<file path="config.mk">
export PLATFORM = sky130hd
export DESIGN_NAME = aoi_div
export DESIGN_NICKNAME = d
export VERILOG_FILES = /design/src/hdl/aoi_pkg.sv /design/src/hdl/aoi_div.sv
export SDC_FILE = /design/constraint.sdc
export NUM_CORES = 1
export LEC_CHECK = 0
export ABC_AREA = 0
export BUFFER_PORTS_ARGS = -buffer_cell sky130_fd_sc_hd__buf_2
export CORE_MARGIN = 4
export CORE_UTILIZATION = 25
export CTS_BUF_LIST = sky130_fd_sc_hd__clkbuf_16
export CTS_CLUSTER_DIAMETER = 80
export DETAILED_ROUTE_END_ITERATION = 10
export GPL_TIMING_DRIVEN = 0
export SYNTH_ARGS = -nofsm -noshare
export SYNTH_HDL_FRONTEND = slang
export SYNTH_SLANG_ARGS = --single-unit
export TNS_END_PERCENT = 30
</file>
<file path="constraint.sdc">
create_clock -name clk_i -period 2.8 [get_ports clk_i]
set_clock_uncertainty 0.1 [all_clocks]
set_input_delay 0.42 -clock clk_i [delete_from_list [all_inputs] [get_ports clk_i]]
set_output_delay 0.42 -clock clk_i [all_outputs]
set_load 0.01 [all_outputs]
</file>
<file path="src/hdl/aoi_pkg.sv">
package aoi_pkg;

  localparam int CordicTabLen     = 24;
  localparam int CordicStagesDef  = 16;
  localparam int CordicIdxW       = 5;
  localparam int CordicW          = 34;
  localparam int DivNumW          = 52;
  localparam int DivDenW          = 28;
  localparam int DivCntW          = 6;

  localparam logic [31:0] CordicGain = 32'd652032874;
  localparam logic [31:0] HeadK      = 32'd2799883369;
  // ceil(2^30 / 125), exact quotient for dividends below 125 * 2^16
  localparam logic [23:0] Recip125   = 24'd8589935;

  typedef enum logic [1:0] {
    OP_SET   = 2'd0,
    OP_QUERY = 2'd1,
    OP_LOAD  = 2'd2,
    OP_NONE  = 2'd3
  } op_e;

  typedef struct packed {
    op_e                op;
    logic [31:0]        now;
    logic signed [15:0] lin;
    logic signed [15:0] ang;
    logic signed [31:0] x;
    logic signed [31:0] y;
    logic [15:0]        h;
  } item_t;

  function automatic logic [29:0] atan_lut(input logic [CordicIdxW-1:0] idx);
    logic [29:0] r;
    case (idx)
      5'd0:    r = 30'd536870912;
      5'd1:    r = 30'd316933406;
      5'd2:    r = 30'd167458907;
      5'd3:    r = 30'd85004756;
      5'd4:    r = 30'd42667331;
      5'd5:    r = 30'd21354465;
      5'd6:    r = 30'd10679838;
      5'd7:    r = 30'd5340245;
      5'd8:    r = 30'd2670163;
      5'd9:    r = 30'd1335087;
      5'd10:   r = 30'd667544;
      5'd11:   r = 30'd333772;
      5'd12:   r = 30'd166886;
      5'd13:   r = 30'd83443;
      5'd14:   r = 30'd41721;
      5'd15:   r = 30'd20861;
      5'd16:   r = 30'd10430;
      5'd17:   r = 30'd5215;
      5'd18:   r = 30'd2608;
      5'd19:   r = 30'd1304;
      5'd20:   r = 30'd652;
      5'd21:   r = 30'd326;
      5'd22:   r = 30'd163;
      5'd23:   r = 30'd81;
      default: r = 30'd0;
    endcase
    return r;
  endfunction

endpackage

</file>
<file path="src/hdl/aoi_div.sv">
module aoi_div
  import aoi_pkg::*;
(
  input  logic               clk_i,
  input  logic               rst_ni,
  input  logic               start_i,
  input  logic [DivNumW-1:0] num_i,
  input  logic [DivDenW-1:0] den_i,
  output logic               done_o,
  output logic [DivNumW-1:0] quo_o
);

  localparam logic [DivCntW-1:0] LastCnt = DivCntW'(DivNumW - 1);

  logic [DivNumW-1:0] q_q;
  logic [DivDenW-1:0] rem_q, den_q;
  logic [DivCntW-1:0] cnt_q;
  logic               run_q, done_q;
  logic [DivDenW:0]   r2;
  logic               ge;

  assign r2 = {rem_q, q_q[DivNumW-1]};
  assign ge = (r2 >= {1'b0, den_q});

  always_ff @(posedge clk_i or negedge rst_ni) begin
    if (!rst_ni) begin
      q_q    <= '0;
      rem_q  <= '0;
      den_q  <= '0;
      cnt_q  <= '0;
      run_q  <= 1'b0;
      done_q <= 1'b0;
    end else begin
      done_q <= 1'b0;
      if (start_i) begin
        q_q   <= num_i;
        den_q <= den_i;
        rem_q <= '0;
        cnt_q <= '0;
        run_q <= 1'b1;
      end else if (run_q) begin
        rem_q <= ge ? DivDenW'(r2 - {1'b0, den_q}) : DivDenW'(r2);
        q_q   <= {q_q[DivNumW-2:0], ge};
        cnt_q <= cnt_q + 1'b1;
        if (cnt_q == LastCnt) begin
          run_q  <= 1'b0;
          done_q <= 1'b1;
        end
      end
    end
  end

  assign done_o = done_q;
  assign quo_o  = q_q;

endmodule

</file>
Yosys cells after proc, flatten, opt, wreduce, memory -nomap -nowiden:

Index checks and enable logic that the tools add are counted.

* output and inout port bits: 53
* word-level logic and storage cells: 24
* register bits: 116
* bits of input ports: 83

* equal/unequal tests: 1
* multiplexer cells: 13
* reductions and logical operators: 1
* $add $sub $neg: 2
* magnitude comparators: 1

Operator list (count)
* $mux W52: 2
* $mux W28: 3
* $ge A29 B28 Y1: 1
* $sub A28 B28 Y28: 1
* $mux W6: 2
* $add A6 B1 Y6 const B: 1
* $eq A6 B6 Y1 const B: 1
* $mux W1: 6
* $reduce_bool A2 Y1: 1

Longest topological paths before layout:

Gate-level depths: netlist of run 1.

* depth after elaboration: 4
* gate-level depth with buffers: 12

Least setup slack after synthesis of run 1:

Ideal clock, no wire load.

* path type: register -> register
* start: register rem_q[6]
* end: register rem_q[22]
* stages on the path, launching flop included: 10
* slack: 0.205 ns
* data arrival time: 2.429 ns
* setup time: 0.066 ns
* required time: 2.634 ns
* path through: dfrtp_1 ha_1 a21o_1 or3_4 o211ai_2 a21oi_2 o311ai_4 a21oi_2 or4b_1 nand2_1

* longest elaborated chain between the ends: 4

RTL lines
* from (decl): line aoi_div.sv:16 `logic [DivDenW-1:0] rem_q, den_q;`
* from (signal assigned): line aoi_div.sv:42 `rem_q <= ge ? DivDenW'(r2 - {1'b0, den_q}) : DivDenW'(r2);`
* $sub A28 B28 Y28 or $ge A29 B28 Y1 (tied branches): line aoi_div.sv:42, aoi_div.sv:23
* $mux W28 *: line aoi_div.sv:42
* $mux W28 *: line aoi_div.sv:41 `end else if (run_q) begin`
* $mux W28 *: line aoi_div.sv:35 `if (start_i) begin`

Every way passes the cells marked *; elsewhere a longest branch is shown, timed or not. The select of a mux whose other input is x is not followed.
A chain may end at the register's enable or synchronous reset.

Worst setup path in the final report of run 1:

* start: register rem_q[19]
* end: register rem_q[22]

The elaborated chain is that of the path after synthesis.

==> results by group, run 1 <==
Final layout
  • Share of layout cells above drive strength 1: roughly 27%
  • Non-Filler Instances: 1248
  • Area Overhead vs Synth: 32.4%
  • Fin util: 33.9%
  • Layout net count: slightly above 1000
  • Fill cell count: 2754

Clocking
  • CTS H-tree lvls: 4
  • Num CTS Buffers: 17
  • CTS tree: done
  • Worst skew pair latency: about 0.42 ns
  • Reg clk slew, reported paths: around 0.06 ns
  • Max Buffers Root-to-Sink: 2
  • Root buffer cell: clkbuf_16
  • Sink Count: 116

Outcome
  • Failing checks: setup timing
  • Run status: finished with violations

Global route
  • First-pass GRT wire length: between 30000 and 40000 um
  • Vias in the first global route: roughly 6100
  • Initial antenna violation count: 3
  • Total global-route track usage: between 10% and 20%
  • Grt ovf: 0
  • Largest net degree at the start of global routing: slightly above 90

Detailed routing
  • Via Count: 6040
  • Residual DRC: 0
  • Via density: 4.84
  • Routed len/inst: around 17 um
  • Post-Route WL: 21100 um
  • DR iter-0 viols: roughly 280
  • DRT Pass-1 Iters: 5
  • Post-DRT Antenna Nets: 0

Worst setup path
  • Worst-path fanout max: 7
  • Crit path DAT: approximately 3.1 ns
  • Setup crit end kind: register
  • CP Class: register to register
  • CP required: around 3 ns
  • Worst setup SP type: register

Logic synthesis
  • Cells after Synth: between 700 and 800
  • #FFs+latches synth: between 100 and 150
  • Yosys warns: 0
  • Number of enable flip-flop cells after synthesis: 0
  • Top post-synthesis cells by area: dfrtp_1 (43%), mux2i_1 (9.8%), o21ai_0 (7.2%)
  • Syn_area_per_cell: between 9 and 10 um^2
  • Synth Flop Type: dfrtp_1
  • Net Count, Synth: approximately 840
  • Register area share after synthesis: 43.2%
  • Largest area contributor in the netlist: dfrtp_1
  • Synth unique cells: between 60 and 70
  • Netlist Area Pre-Place: between 6000 and 7000 um^2
  • Asr flop ratio synth: 100%
  • Synth top area share: between 40 and 50%

Timing
  • Slew Limit Fails: 0
  • Worst slew pin tran: about 0.77 ns
  • Fmax: roughly 350 MHz
  • Final min period: roughly 2.8 ns
  • Endpoints failing hold: 0
  • Final worst slack: -0.0398 ns
  • Slew headroom: around half
  • RSZ-0062 raised after global routing: true
  • Final setup viols: 1
  • Period utilization: 101%

Floorplanning
  • Die W: around 170 um
  • Initial core utilization: between 20% and 30%
  • Row count: roughly 60
  • I/O pins: roughly 140
  • Area of the core: between 20000 and 30000 um^2
  • Area of the die: roughly 30000 um^2
  • Die Span Y: between 150 and 200 um

Placed design
  • DP HPWL: between 15000 and 20000 um
  • Buffers added on ports: around 130
  • Cells after DPL: 1200
  • GP Congestion: around 0.85

Power
  • Switching Power: between 2000 and 2500 uW
  • Peak VDD IR: about 0.42 mV
  • P_leak: around 0.0044 uW
  • Pint: 4530 uW
  • Sequential cell fraction of total power: just over 30%
  • Clk pwr share: approximately a third
  • Switching Share: 34.9%
  • Combinational share of power: between 30% and 40%
  • PD cells: ~780 nW/um^2

Job
  • Max cap viols: 0

Min path
  • Worst hold path type: input port to register
-- final cells by class --
cell class | count | area, um^2 | share of cell area, %
diodes | 1 | 2.50 | 0.0281
plain buffers | 39 | 178 | 2.00
clock buffers | 17 | 425 | 4.78
clock inverters | 15 | 181 | 2.04
inverters | 35 | 131 | 1.48
multi-input cells | 539 | 3830 | 43.1
flip-flops and latches | 116 | 2910 | 32.6
well taps | 335 | 419 | 4.71
repair buffers | 151 | 827 | 9.29
-- state kept, by name (all words and copies together), names as in the netlist --
signal,count
cnt_q,6
rem_q,28
den_q,28
done_o,1
quo_o,52
run_q,1
-- metal layers --
| metal | routed length [um] | up-vias | track usage (%) |
|---|---|---|---|
| met5 | 27 | - | 0 |
| met4 | 311 | 4 | 3.96 |
| met3 | 1610 | 32 | 4.92 |
| met2 | 9700 | 189 | 21.9 |
| met1 | 9490 | 2882 | 18.8 |
| li1 | - | 2933 | - |
-- power groups by stage --
| stage | registers [uW] | clock network, uW | logic [uW] |
|---|---|---|---|
| after global routing | 2150 | 2390 | 2850 |
| after floorplan | 2090 | 0 | 1560 |
| after detailed placement | 2110 | 0 | 2140 |
| after global placement | 2100 | 0 | 2100 |
| after CTS | 2100 | 2300 | 2340 |
| final | 2120 | 2250 | 2590 |
-- cell usage in the layout, fill, tap and decap left out, drive strengths merged, types with 4 or more instances in the layout --
cell | synthesis | routed
a211oi | 17 | 17
a21o | 9 | 9
a21oi | 29 | 29
a31oi | 10 | 10
and2 | 5 | 5
and3 | 10 | 10
buf | 8 | 156
clkbuf | 32 | 50
clkinv | 0 | 7
dfrtp | 116 | 116
ha | 29 | 29
inv | 35 | 37
mux2i | 66 | 66
nand2 | 111 | 111
nand3 | 7 | 7
nand4 | 8 | 8
nor2 | 40 | 40
nor2b | 9 | 9
nor3 | 9 | 9
nor4 | 4 | 4
o211ai | 4 | 4
o21a | 7 | 7
o21ai | 99 | 99
o31ai | 6 | 6
xnor2 | 18 | 18
xor2 | 4 | 4
-- Yosys cell counts, types with 3 or more instances --
| cell | instances |
|---|---|
| o22ai_1 | 3 |
| o21ai_0 | 97 |
| o21a_1 | 7 |
| a31oi_1 | 8 |
| nor4_1 | 4 |
| nor3_1 | 9 |
| nand3_1 | 7 |
| and2_1 | 5 |
| dfrtp_1 | 116 |
| o211ai_1 | 3 |
| ha_1 | 29 |
| a21oi_1 | 27 |
| a211oi_1 | 16 |
| o31a_1 | 3 |
| clkbuf_1 | 32 |
| buf_1 | 4 |
| and3_1 | 10 |
| nor2b_1 | 9 |
| xor2_1 | 4 |
| nand4_1 | 8 |
| nor2_1 | 40 |
| o31ai_1 | 6 |
| o21bai_1 | 3 |
| mux2i_1 | 66 |
| nand2_1 | 111 |
| xnor2_1 | 18 |
| a21o_1 | 9 |
| inv_1 | 35 |
-- critical path, cell delays in order (launching register included) --
cell and delay, ns:
dfrtp_1 0.47, ha_4 0.33, and3_1 0.22, nand2_1 0.09, or3_1 0.42, o211ai_1 0.28
buf_4 0.18, a31oi_4 0.05, or4b_1 0.55, nand2_1 0.07
-- stage by stage --
| stage | setup slack, ns | setup TNS [ns] | total power (uW) | instance area (um^2) | hold WS (ns) |
|---|---|---|---|---|---|
| floorplan | 0.205 | 0 | 3650 | 6720 | 0.0244 |
| global placement | -0.448 | -51.60 | 4210 | 7810 | 0.413 |
| detailed placement | -0.231 | -2.23 | 4250 | 7850 | 0.204 |
| CTS | -0.000370 | -0.000370 | 6740 | 8650 | 0.0891 |
| global route | -0.0630 | -0.352 | 7390 | 8900 | 0.0962 |
| finish | -0.0398 | -0.0398 | 6960 | 8900 | 0.107 |
-- worst paths after layout --
| check | start | to | slack [ns] | cells after the start |
|---|---|---|---|---|
| min in group asynchronous | rst_ni | rem_q[19]$_DFFE_PN0P_ | 0.34 | 2 |
| hold / removal | num_i[23] | quo_o[23]$_DFFE_PN0P_ | 0.11 | 3 |
| hold reg to reg | den_q[18]$_DFFE_PN0P_ | den_q[18]$_DFFE_PN0P_ | 0.42 | 2 |
| setup reg to reg | rem_q[19]$_DFFE_PN0P_ | rem_q[22]$_DFFE_PN0P_ | -0.04 | 9 |
| setup / recovery | rem_q[19]$_DFFE_PN0P_ | rem_q[22]$_DFFE_PN0P_ | -0.04 | 9 |
| max in group asynchronous | rst_ni | quo_o[43]$_DFFE_PN0P_ | 1.46 | 3 |
-- cells by family after synthesis --
group	share of synthesized area, %
compound gates	19.7
xor+xnor	2.87
fa+ha+maj	5.70
buf+inv	4.45
flops	43.2
mux	9.99
simple gates	14.1
-- repair_timing --
item                                   4_1_cts  5_1_grt
gates resized for setup                     17       43
setup endpoints to repair                   26       29
endpoints found under the hold margin       24        0
pin swaps                                   13       15
buffers inserted                             9        6
cloned                                       0        0
hold buffers                                 1        0
Power figures use the tool's default switching activity.
==> run 2, diff against run 1 <==
--- a/config.mk
+++ b/config.mk
@@ -8,7 +8,7 @@
 export ABC_AREA = 0
 export BUFFER_PORTS_ARGS = -buffer_cell sky130_fd_sc_hd__buf_2
 export CORE_MARGIN = 4
-export CORE_UTILIZATION = 25
+export CORE_UTILIZATION = 37
 export CTS_BUF_LIST = sky130_fd_sc_hd__clkbuf_16
 export CTS_CLUSTER_DIAMETER = 80
 export DETAILED_ROUTE_END_ITERATION = 10
==> results by group, run 2 (synthesized netlist as in run 1, its figures left out) <==
Power
  • Peak VDD IR: ~0.46 mV
  • PD cells: 800 nW/um^2
  • P_leak: between 0.004 and 0.005 uW

Detailed routing
  • DR iter-0 viols: around 460
  • Residual DRC: 0
  • Post-DRT Antenna Nets: 0
  • Routed len/inst: 17.4 um
  • Via Count: between 6000 and 7000
  • DRT Pass-1 Iters: 6
  • Via density: between 5 and 6
  • Post-Route WL: 20000 um

Final layout
  • Non-Filler Instances: about 1100
  • Layout net count: around 1000
  • Post-Layout Inst Area: 8750 um^2
  • Storage cell area: 2910 um^2
  • Share of layout cells above drive strength 1: between 20% and 30%
  • Footprint of the multi-input gates: roughly 3800 um^2
  • Most frequent cells in the layout: buf_2 (134), dfrtp_1 (114), nand2_1 (110)
  • Area Overhead vs Synth: 30.2%
  • Commonest non-fill, non-tap cell in the layout: buf_2
  • Fill cell count: between 1500 and 2000
  • Max reg flops: 52

Global route
  • First-pass GRT wire length: between 30000 and 40000 um
  • Vias in the first global route: between 6000 and 7000
  • Initial antenna violation count: 3
  • Grt ovf: 0
  • Total global-route track usage: about 20%
  • Largest net degree at the start of global routing: between 60 and 70

Placed design
  • Buffers added on ports: around 130
  • Cells after DPL: about 1100
  • Area of placed instances: slightly below 8000 um^2
  • GP Congestion: 0.881
  • DP HPWL: ~14000 um
  • Worst slack at placement: -0.232 ns

Clocking
  • Sink Count: between 100 and 150
  • Reg clk slew, reported paths: roughly 0.060 ns
  • Worst skew pair latency: between 0.4 and 0.5 ns
  • CTS tree: done
  • Root buffer cell: clkbuf_16
  • CTS H-tree lvls: 4
  • Num CTS Buffers: 17
  • Max Buffers Root-to-Sink: 2

Worst setup path
  • CP max stage cell: or3_1
  • Setup crit end kind: register
  • Crit-path cells: ha_1 -> and3_1 -> nand2_1 -> or3_1 -> o211ai_1 -> buf_4 -> a31o_4 -> buf_12 -> mux2i_1 -> a211oi_1
  • Crit path DAT: a little under 3 ns
  • CP required: ~3 ns
  • Top Family by Delay on Critical Path: simple AND/OR/NAND/NOR gates
  • Worst-path fanout max: 10
  • CP max stage delay: between 0.4 and 0.5 ns
  • Buf/Inv on CP: 2
  • CP Class: register to register
  • Worst setup SP type: register

Timing
  • Slew headroom: between 50% and 60%
  • Final min period: about 2.8 ns
  • Final worst slack: 0.0261 ns
  • Endpoints failing hold: 0
  • Worst slew pin tran: 0.726 ns
  • Final setup viols: 0
  • Fmax: around 360 MHz
  • RSZ-0062 raised after global routing: true
  • Period utilization: between 90 and 100%
  • Slew Limit Fails: 0

Floorplanning
  • I/O pins: 136
  • Die Span Y: roughly 140 um
  • Die W: around 140 um
  • Area of the die: a little over 20000 um^2
  • Area of the core: about 18000 um^2
  • Initial core utilization: between 30% and 40%
  • Row count: ~50

Min path
  • Worst hold path type: input port to register

Job
  • Max cap viols: 0

Outcome
  • Run status: completed
==> run 2: cell count changes in the layout (fill, tap and decap cells not counted), sizes merged <==
| cell | before | now |
|---|---|---|
| buf | 156 | 164 |
| clkinv | 7 | 4 |
| bufinv | 3 | 5 |
| clkbuf | 50 | 48 |
| clkinvlp | 3 | 2 |
==> run 2: routing by layer <==
metal  track usage (%)  vias to the layer above  wire, um
met4              7.20                        6       455
met1              26.9                     2895      8830
met5                 0                        -        27
met3              6.20                       42      1600
met2              30.3                      222      9070
li1                  -                     2937         -
==> run 2: final cells by class <==
cell class	count	area share (%)
multi-input cells	539	42.9
flip-flops and latches	116	33.2
repair buffers	157	9.96
clock buffers	17	4.86
well taps	229	3.27
clock inverters	13	2.20
plain buffers	39	2.10
inverters	35	1.50
diodes	1	0.0286
==> run 2: metrics by stage <==
| stage | hold WS [ns] | TNS [ns] | utilization, % | total power (uW) |
|---|---|---|---|---|
| global placement | 0.400 | -42.57 | 42.9 | 4210 |
| detailed placement | 0.311 | -2.49 | 43.1 | 4230 |
| finish | 0.103 | 0 | 48.9 | 7010 |
| CTS | 0.0908 | 0 | 47.4 | 6740 |
| floorplan | 0.0244 | 0 | - | 3650 |
| global route | 0.0987 | -1.06 | 48.9 | 7400 |
==> run 2: path summary, 6_finish.rpt <==
check / startpoint / end / slack (ns) / depth (start not counted)
max in group asynchronous: rst_ni / quo_o[36]$_DFFE_PN0P_ / 1.47 / 3
hold / removal: num_i[18] / quo_o[18]$_DFFE_PN0P_ / 0.10 / 3
min in group asynchronous: rst_ni / den_q[12]$_DFFE_PN0P_ / 0.43 / 2
hold reg to reg: den_q[18]$_DFFE_PN0P_ / den_q[18]$_DFFE_PN0P_ / 0.43 / 2
setup / recovery: rem_q[18]$_DFFE_PN0P_ / rem_q[10]$_DFFE_PN0P_ / 0.03 / 10
setup reg to reg: rem_q[18]$_DFFE_PN0P_ / rem_q[10]$_DFFE_PN0P_ / 0.03 / 10
==> run 2: worst register-to-register path: cells and delay by family (launching register included) <==
family                     cells  cell delay (ns)
AOI/OAI and AO/OA              3             0.63
and+or+nand+nor                3             0.75
buffers and inverters          2             0.32
muxes                          1             0.08
adders and majority gates      1             0.37
DFF                            1             0.40
==> run 2: what timing repair did <==
action,4_1_cts,5_1_grt
hold buffers,1,0
pin swaps,10,22
buffers inserted,5,16
setup endpoints to repair,24,29
gates resized for setup,16,29
endpoints found under the hold margin,50,0
==> run 2: power breakdown <==
part | switching (uW) | internal, uW | leakage [uW]
clock network | 784 | 1550 | 0.000307
registers | 196 | 1900 | 0.00146
logic | 1370 | 1200 | 0.00265
==> run 3, diff against run 2 <==
--- a/config.mk
+++ b/config.mk
@@ -7,12 +7,13 @@
 export LEC_CHECK = 0
 export ABC_AREA = 0
 export BUFFER_PORTS_ARGS = -buffer_cell sky130_fd_sc_hd__buf_2
-export CORE_MARGIN = 4
+export CORE_MARGIN = 1.5
 export CORE_UTILIZATION = 37
 export CTS_BUF_LIST = sky130_fd_sc_hd__clkbuf_16
 export CTS_CLUSTER_DIAMETER = 80
 export DETAILED_ROUTE_END_ITERATION = 10
 export GPL_TIMING_DRIVEN = 0
+export RECOVER_POWER = 100
 export SYNTH_ARGS = -nofsm -noshare
 export SYNTH_HDL_FRONTEND = slang
 export SYNTH_SLANG_ARGS = --single-unit
==> results by group, run 3 (synthesized netlist as in run 1, its figures left out) <==
Worst setup path
  • Setup slack, reg-to-reg: -0.03 ns
  • Reg2reg start: rem_q[9]$_DFFE_PN0P_
  • R2R cell count: 9
  • Crit-path cells: ha_4 -> nand4_1 -> nor2_2 -> o21ai_4 -> a31o_4 -> a31oi_4 -> a31oi_4 -> or4b_4 -> nand2_1
  • CP max stage cell: or4b_4
  • R2R Path End: rem_q[22]$_DFFE_PN0P_
  • Crit path DAT: 3.09 ns
  • Critical path's most frequent cell: a31oi_4
  • Worst-path fanout max: 9
  • CP required: 3.06 ns
  • Setup crit end kind: register
  • Worst setup SP type: register
  • CP max stage delay: approximately 0.58 ns
  • CP Class: register to register
  • Buf/Inv on CP: 0
  • Top Family by Delay on Critical Path: simple AND/OR/NAND/NOR gates

Global route
  • Largest net degree at the start of global routing: a little over 90
  • Vias in the first global route: ~5800
  • Grt ovf: 0
  • First-pass GRT wire length: a little over 30000 um
  • Initial antenna violation count: 1
  • Total global-route track usage: around a fifth

Timing
  • Period utilization: 101%
  • Setup TNS: -0.0305 ns
  • Slew Limit Fails: 26
  • Fmax: 354 MHz
  • Endpoints failing hold: 0
  • Final worst slack: -0.0273 ns
  • Worst slew pin tran: around 1.6 ns
  • Final setup viols: 2
  • Slew headroom: -6.30%
  • Final min period: about 2.8 ns
  • RSZ-0062 raised after global routing: true

Power
  • Combinational share of power: about two fifths
  • P_leak: ~0.0042 uW
  • Sequential cell fraction of total power: a little under a third
  • Clk pwr share: 30.9%
  • Pint: 4430 uW
  • Switching Share: 35.4%
  • Peak VDD IR: 0.504 mV
  • Switching Power: ~2400 uW
  • PD cells: a little under 800 nW/um^2

Detailed routing
  • Post-Route WL: between 15000 and 20000 um
  • Via density: approximately 5.3
  • Via Count: roughly 6100
  • DRT Pass-1 Iters: 5
  • Post-DRT Antenna Nets: 0
  • DR iter-0 viols: around 320
  • Residual DRC: 0
  • Routed len/inst: between 15 and 20 um

Clocking
  • Reg clk slew, reported paths: roughly 0.060 ns
  • Sink Count: ~120
  • Root buffer cell: clkbuf_16
  • Max Buffers Root-to-Sink: 2
  • Num CTS Buffers: 17
  • CTS H-tree lvls: 4
  • CTS tree: done
  • Worst skew pair latency: 0.43 ns

Final layout
  • Max reg flops: 52
  • Fin util: 48.9%
  • Layout net count: just over 1000
  • Share of layout cells above drive strength 1: 21.4%
  • Most frequent cells in the layout: dfrtp_1 (111), nand2_1 (110), o21ai_0 (95)
  • Area Overhead vs Synth: 30.2%
  • Commonest non-fill, non-tap cell in the layout: dfrtp_1
  • Antenna Diode Count: 0

Outcome
  • Failing checks: capacitance limit, slew limit, setup timing
  • Run status: finished with violations

Floorplanning
  • Area of the die: roughly 19000 um^2
  • Initial core utilization: a little under two fifths
  • Area of the core: about 18000 um^2
  • I/O pins: ~140
  • Die Span Y: between 100 and 150 um
  • Die W: between 100 and 150 um
  • Row count: a little under 50

Job
  • Max cap viols: 1

Min path
  • Hold Path Origin: den_i[19]
  • WHS Endpoint: den_q[19]$_DFFE_PN0P_
  • Worst hold path type: input port to register
  • WHS Path Cells: 3

Placed design
  • GP Congestion: 0.904
  • Worst slack at placement: -0.236 ns
  • DP HPWL: about 14000 um
  • Buffers added on ports: between 100 and 150
-- run 3: changes by cell type in the layout (fill, tap and decap cells not counted), moves of 3 or more --
cell,change
ha_2,+3
clkinv_4,+3
bufinv_16,-3
clkinvlp_4,+3
clkinv_2,-3
dfrtp_1,-3
clkbuf_1,+58
dfrtp_2,+3
ha_4,+4
buf_1,-4
ha_1,-7
buf_4,-6
buf_2,-53
-- run 3: power groups by stage --
stage / clock network [uW] / registers [uW] / logic, uW
4_1_cts: 2150 / 2090 / 2280
5_1_grt: 2220 / 2140 / 2870
2_1_floorplan: 0 / 2090 / 1560
3_3_place_gp: 0 / 2100 / 2120
6_report: 2110 / 2110 / 2620
3_5_place_dp: 0 / 2100 / 2130
-- run 3: how the worst max path moves through the flow --
stage / to / depth (start not counted) / startpoint
final: rem_q[22]$_DFFE_PN0P_ / 9 / rem_q[9]$_DFFE_PN0P_
after detailed placement: rem_q[24]$_DFFE_PN0P_ / 10 / rem_q[9]$_DFFE_PN0P_
after floorplan: rem_q[22]$_DFFE_PN0P_ / 9 / rem_q[6]$_DFFE_PN0P_
after global placement: quo_o[33]$_DFFE_PN0P_ / 1 / rst_ni
after CTS: rem_q[24]$_DFFE_PN0P_ / 9 / rem_q[6]$_DFFE_PN0P_
after global routing: rem_q[22]$_DFFE_PN0P_ / 12 / quo_o[51]$_DFFE_PN0P_
-- run 3: final cells by class --
cell class,instances,area (um^2)
Inverter,35,131
Tap cell,229,287
Buffer,39,183
Sequential cell,116,2910
Fill cell,1768,9150
Timing Repair Buffer,154,797
Clock inverter,15,144
Clock buffer,17,425
Multi-Input combinational cell,539,3870
-- run 3: timing repair --
action,in CTS,in global routing
resized for setup,16,56
gates cloned,0,1
hold buffers,1,0
endpoints found under the hold margin,25,0
pin swaps,10,21
buffers inserted,6,11
setup endpoints to repair,28,27
-- run 3: tightest hold or removal path: cells and delay by family --
family | cells | cell delay (ns)
AO/OA/AOI/OAI | 1 | 0.05
buffers and inverters | 1 | 0.08
AND/OR/NAND/NOR | 1 | 0.04
-- run 3: through the flow --
step / hold slack, ns / power, uW / area (um^2) / instances
floorplan: 0.0244 / 3650 / 6720 / 730
global placement: 0.398 / 4220 / 7680 / 1093
detailed placement: 0.210 / 4230 / 7710 / 1094
CTS: 0.0888 / 6520 / 8430 / 1132
global route: 0.0967 / 7230 / 8750 / 1144
finish: 0.101 / 6850 / 8750 / 1144
-- run 3: per-layer routing --
| metal | track usage (%) | wire, um |
|---|---|---|
| met1 | 28.1 | 8930 |
| met2 | 32.5 | 8960 |
| met3 | 6.33 | 1380 |
| met4 | 6.42 | 335 |
| met5 | 0 | 0 |
